$ cat src/rtl/core/lspg_pkg.sv
// ----------------------------------------------------------------------------
// lspg_pkg
// shared types, constants and tables for the led strip pattern generator
// ----------------------------------------------------------------------------
`default_nettype none
package lspg_pkg;
   localparam int MaxPixels = 64;
   localparam int PixW = 6;
   localparam int CntW = 7;

   localparam logic [2:0] ModeSolid   = 3'd0;
   localparam logic [2:0] ModeRainbow = 3'd1;
   localparam logic [2:0] ModeGrad    = 3'd2;
   localparam logic [2:0] ModeTable   = 3'd3;
   localparam logic [2:0] ModeEq      = 3'd4;

   localparam logic [2:0] RegMode   = 3'd0;
   localparam logic [2:0] RegBright = 3'd1;
   localparam logic [2:0] RegCount  = 3'd2;
   localparam logic [2:0] RegSolid  = 3'd3;
   localparam logic [2:0] RegGStart = 3'd4;
   localparam logic [2:0] RegGEnd   = 3'd5;
   localparam logic [2:0] RegBands  = 3'd6;
   localparam logic [2:0] RegPer    = 3'd7;

   typedef struct packed {
      logic [7:0] r;
      logic [7:0] g;
      logic [7:0] b;
   } rgb_type;

   function automatic logic [8:0] sine_q(input logic [4:0] idx);
      logic [8:0] v;
      case (idx)
         5'd0: v = 9'd0;     5'd1: v = 9'd25;    5'd2: v = 9'd50;
         5'd3: v = 9'd74;    5'd4: v = 9'd98;    5'd5: v = 9'd121;
         5'd6: v = 9'd142;   5'd7: v = 9'd162;   5'd8: v = 9'd181;
         5'd9: v = 9'd198;   5'd10: v = 9'd213;  5'd11: v = 9'd226;
         5'd12: v = 9'd237;  5'd13: v = 9'd245;  5'd14: v = 9'd251;
         5'd15: v = 9'd255;  default: v = 9'd256;
      endcase
      return v;
   endfunction

   // floor(c*b/255) without a divider
   function automatic logic [7:0] scale8(input logic [7:0] c, input logic [7:0] b);
      logic [15:0] p;
      logic [16:0] q;
      p = c * b;
      q = {1'b0, p} + 17'd1 + {9'd0, p[15:8]};
      return q[15:8];
   endfunction
endpackage
`default_nettype wire

$ cat src/rtl/core/lspg_divider.sv
// ----------------------------------------------------------------------------
// lspg_divider
// shared restoring divider, one quotient bit per cycle
// ----------------------------------------------------------------------------
`default_nettype none
module lspg_divider (
   input  wire logic        clock,
   input  wire logic        reset,
   input  wire logic        go,
   input  wire logic [15:0] dividend,
   input  wire logic [7:0]  divisor,
   output logic             done,
   output logic [15:0]      quotient,
   output logic [7:0]       remainder
);
   import lspg_pkg::*;
   logic [15:0] q_ff, q_in;
   logic [8:0]  r_ff, r_in;
   logic [7:0]  d_ff, d_in;
   logic [4:0]  cnt_ff, cnt_in;
   logic        busy_ff, busy_in, done_ff, done_in;
   logic [8:0]  trial;
   logic [9:0]  sub;

   always_comb begin
      q_in = q_ff; r_in = r_ff; d_in = d_ff; cnt_in = cnt_ff;
      busy_in = busy_ff; done_in = 1'b0;
      trial = {r_ff[7:0], q_ff[15]};
      sub = {1'b0, trial} - {2'b0, d_ff};
      if (go) begin
         q_in = dividend; r_in = '0; d_in = divisor; cnt_in = 5'd16; busy_in = 1'b1;
      end else if (busy_ff) begin
         if (!sub[9]) begin
            r_in = sub[8:0];
            q_in = {q_ff[14:0], 1'b1};
         end else begin
            r_in = trial;
            q_in = {q_ff[14:0], 1'b0};
         end
         cnt_in = cnt_ff - 5'd1;
         if (cnt_ff == 5'd1) begin
            busy_in = 1'b0; done_in = 1'b1;
         end
      end
   end

   always_ff @(posedge clock) begin
      q_ff <= q_in; r_ff <= r_in; d_ff <= d_in; cnt_ff <= cnt_in;
      if (reset) begin
         busy_ff <= 1'b0; done_ff <= 1'b0;
      end else begin
         busy_ff <= busy_in; done_ff <= done_in;
      end
   end

   assign done = done_ff;
   assign quotient = q_ff;
   assign remainder = r_ff[7:0];
endmodule
`default_nettype wire

$ cat config.mk
export PLATFORM = sky130hd
export DESIGN_NAME = lspg_divider
export DESIGN_NICKNAME = d
export VERILOG_FILES = /design/src/rtl/core/lspg_pkg.sv /design/src/rtl/core/lspg_divider.sv
export SDC_FILE = /design/constraint.sdc
export NUM_CORES = 1
export LEC_CHECK = 0
export ABC_AREA = 0
export BUFFER_PORTS_ARGS = -buffer_cell sky130_fd_sc_hd__buf_2
export CELL_PAD_IN_SITES_DETAIL_PLACEMENT = 1
export CELL_PAD_IN_SITES_GLOBAL_PLACEMENT = 1
export CORE_ASPECT_RATIO = 1.5
export CORE_MARGIN = 2
export CORE_UTILIZATION = 35
export DETAILED_ROUTE_END_ITERATION = 8
export PLACE_DENSITY = 0.74
export SYNTH_ARGS = -nofsm -noshare
export SYNTH_HDL_FRONTEND = slang
export SYNTH_SLANG_ARGS = --single-unit
$ cat constraint.sdc
create_clock -name clock -period 2.58 [get_ports clock]
set_clock_uncertainty 0.15 [all_clocks]
set_input_delay 0.387 -clock clock [delete_from_list [all_inputs] [get_ports clock]]
set_output_delay 0.387 -clock clock [all_outputs]
set_load 0.01 [all_outputs]
==> results.cfg <==
[final_layout]
layout-drive-gt1-share = 0.366
num-fill-cells = 622
multi_input_area_um2 = 843
layout_commonest_cell = buf_2
final-seq-area_um2 = 1020
final_cell_area_um2 = 2370
areaGrowthSynthToFinish_pct = 21.6
nets = 261
final_cell_mix = buf_2 (51), edfxtp_1 (24), inv_1 (16), mux2_2 (16), dfxtp_1 (15)
antenna_cells = 0
instances_no_fill = 294

[global_route]
grt.busiest_layer = met2
antenna_found_initial = 0
overflow = 0
grtUsageMet1 = 0.176
met3_usage = 0.0413
gr-usage-met2 = 0.311
grt_pass1_vias = 1627
grt_pass1_wl_um = 7810
grt_max_degree = 27
grt_usage = 0.169

[clocking]
clk-insertion-delay-late_ns = 0.29
clockRootBuffer = clkbuf_8
htree_levels = 2
clkSinkCount = 39
cts_tree = built
numCtsBuffers = 5
clkTransAtPathRegs_ns = 0.08
cts_hold_buf = 0
post_cts_buffers = 0
cts_resized = 0
cts_buffer_depth = 2

[floorplan]
die_w_um = 65.0
start_util = 0.361
rows = 33
die_area_um2 = 6200
die_y_um = 95.4
io_pins = 52
core_um2 = 5410

[synth]
yosys_warnings = 0
synth_cells = 167
synth-edff-count = 24
yosysSeqAreaShare = 0.523
postSynthAreaPerCell_um2 = 11.7
ys_seq_elements = 39
synth-main-ff-cell = edfxtp_1
synthArstFlopShare = 0
netlist_area_um2 = 1950
syn_nets = 205
ys_types = 41

[hold_path]
hold_depth = 1
hp-class = in2reg

[critical_path]
r2r_cells = 5
required_ns = 2.47
r2r-start = r_ff[3]
critPathMaxFanout = 6
arrival_ns = 2.15
endpoint = quotient[0]
reg2reg_to = quotient[0]
start_kind = flop
cp-end-kind = flop
crit_type = reg2reg
critPathLaunch = r_ff[3]
r2r_setup_slack_ns = 0.32

[sta]
fmax_mhz = 443
fin_crit_ns = 2.26
final_hold_viol_count = 0
rsz0062_at_grt = no
worst_slew_pin_slew_ns = 0.547
setup_viol = 0
drv_slew = 0
finalCritPeriodShare = 0.875
hold_ws_ns = 0.117
finalSetupTns_ns = 0
relSlewSlack = 0.635

[drt]
vias = 1490
drtAntennaViolNets = 0
via_per_inst = 5.07
firstDrtPassIters = 4
drc_errors = 0
wire_per_inst_um = 15.7
drtIter0Drc = 54
drt-total-wl_um = 4610

[pwr]
ir_drop_mv = 0.284
p_total_mw = 1.39
power_leakage_nw = 1.00
power_density_nw_per_um2 = 586

[placed_design]
place_hpwl_um = 3450
portBuffers = 51
dp_cells = 286
gp_congestion = 0.869
place_area_um2 = 2290

[flow_run]
drv_cap = 0

[run_status]
status = finished clean
[where the power goes]
group          internal, mW  switching [mW]  total [mW]
registers             0.721          0.0331       0.754
logic                 0.109           0.127       0.236
clock network         0.190           0.210       0.400
[flip-flops by register name, indices dropped and copies added (netlist names)]
register and count:
busy_ff 1, cnt_ff 5, d_ff 8, done 1, quotient 16, r_ff 8
[synthesized netlist by cell type, drive strengths merged, types with 3 or more instances]
master,n,share of area
edfxtp,24,0.37
nand3,3,0.0077
nor2,12,0.024
a32oi,3,0.013
nand2b,4,0.013
nor3,3,0.0077
ha,10,0.064
o21ai,7,0.018
dfxtp,15,0.15
xnor2,5,0.022
a21oi,7,0.020
mux2,16,0.092
inv,16,0.031
nand2,9,0.017
clkbuf,4,0.0077
[area by class of cell]
class                      instances  share of cell area
clock inverter                     1             0.00211
sequential                        39               0.431
inverter                          16              0.0253
tap                               70              0.0369
clock buffer                       7              0.0322
timing repair buffer              54               0.117
multi-input combinational        107               0.356
[worst max-delay path, stage by stage, from the launching register on]
cell and delay (ns):
dfxtp_1 0.35, ha_1 0.41, a21oi_1 0.26, o221ai_1 0.22, or2_1 0.34, mux2_2 0.28
[layer usage]
metal / vias to the layer above / wire length, µm
met1: 715 / 1780
met5: - / 0
met3: 11 / 267
met2: 45 / 2420
met4: 0 / 144
li1: 719 / -
[cell families (layout without fill, tap and decap cells)]
family / count (synthesis) / after routing / synth area share
flops: 39 / 39 / 0.523
compound gates: 32 / 32 / 0.121
xor+xnor: 7 / 7 / 0.0314
simple gates: 39 / 39 / 0.103
mux: 18 / 18 / 0.103
buf+inv: 21 / 78 / 0.0443
fa+ha+maj: 11 / 11 / 0.0744
[how the worst min path moves through the flow]
stage,from,end,slack (ns)
5_1_grt,divisor[3],d_ff[3],0.10
3_3_place_gp,r_ff[7],r_ff[7],0.33
3_5_place_dp,r_ff[7],r_ff[7],0.34
4_1_cts,divisor[2],d_ff[2],0.11
2_1_floorplan,reset,busy_ff,0.31
6_report,divisor[1],d_ff[1],0.12
[through the flow]
stage / setup WS (ns) / utilization
after floorplan: 0.462 / -
after global placement: 0.332 / 0.423
after detailed placement: 0.317 / 0.423
after CTS: 0.306 / 0.438
after global routing: 0.176 / 0.438
final: 0.322 / 0.438
Note: power is estimated with default switching activity, not from simulation.
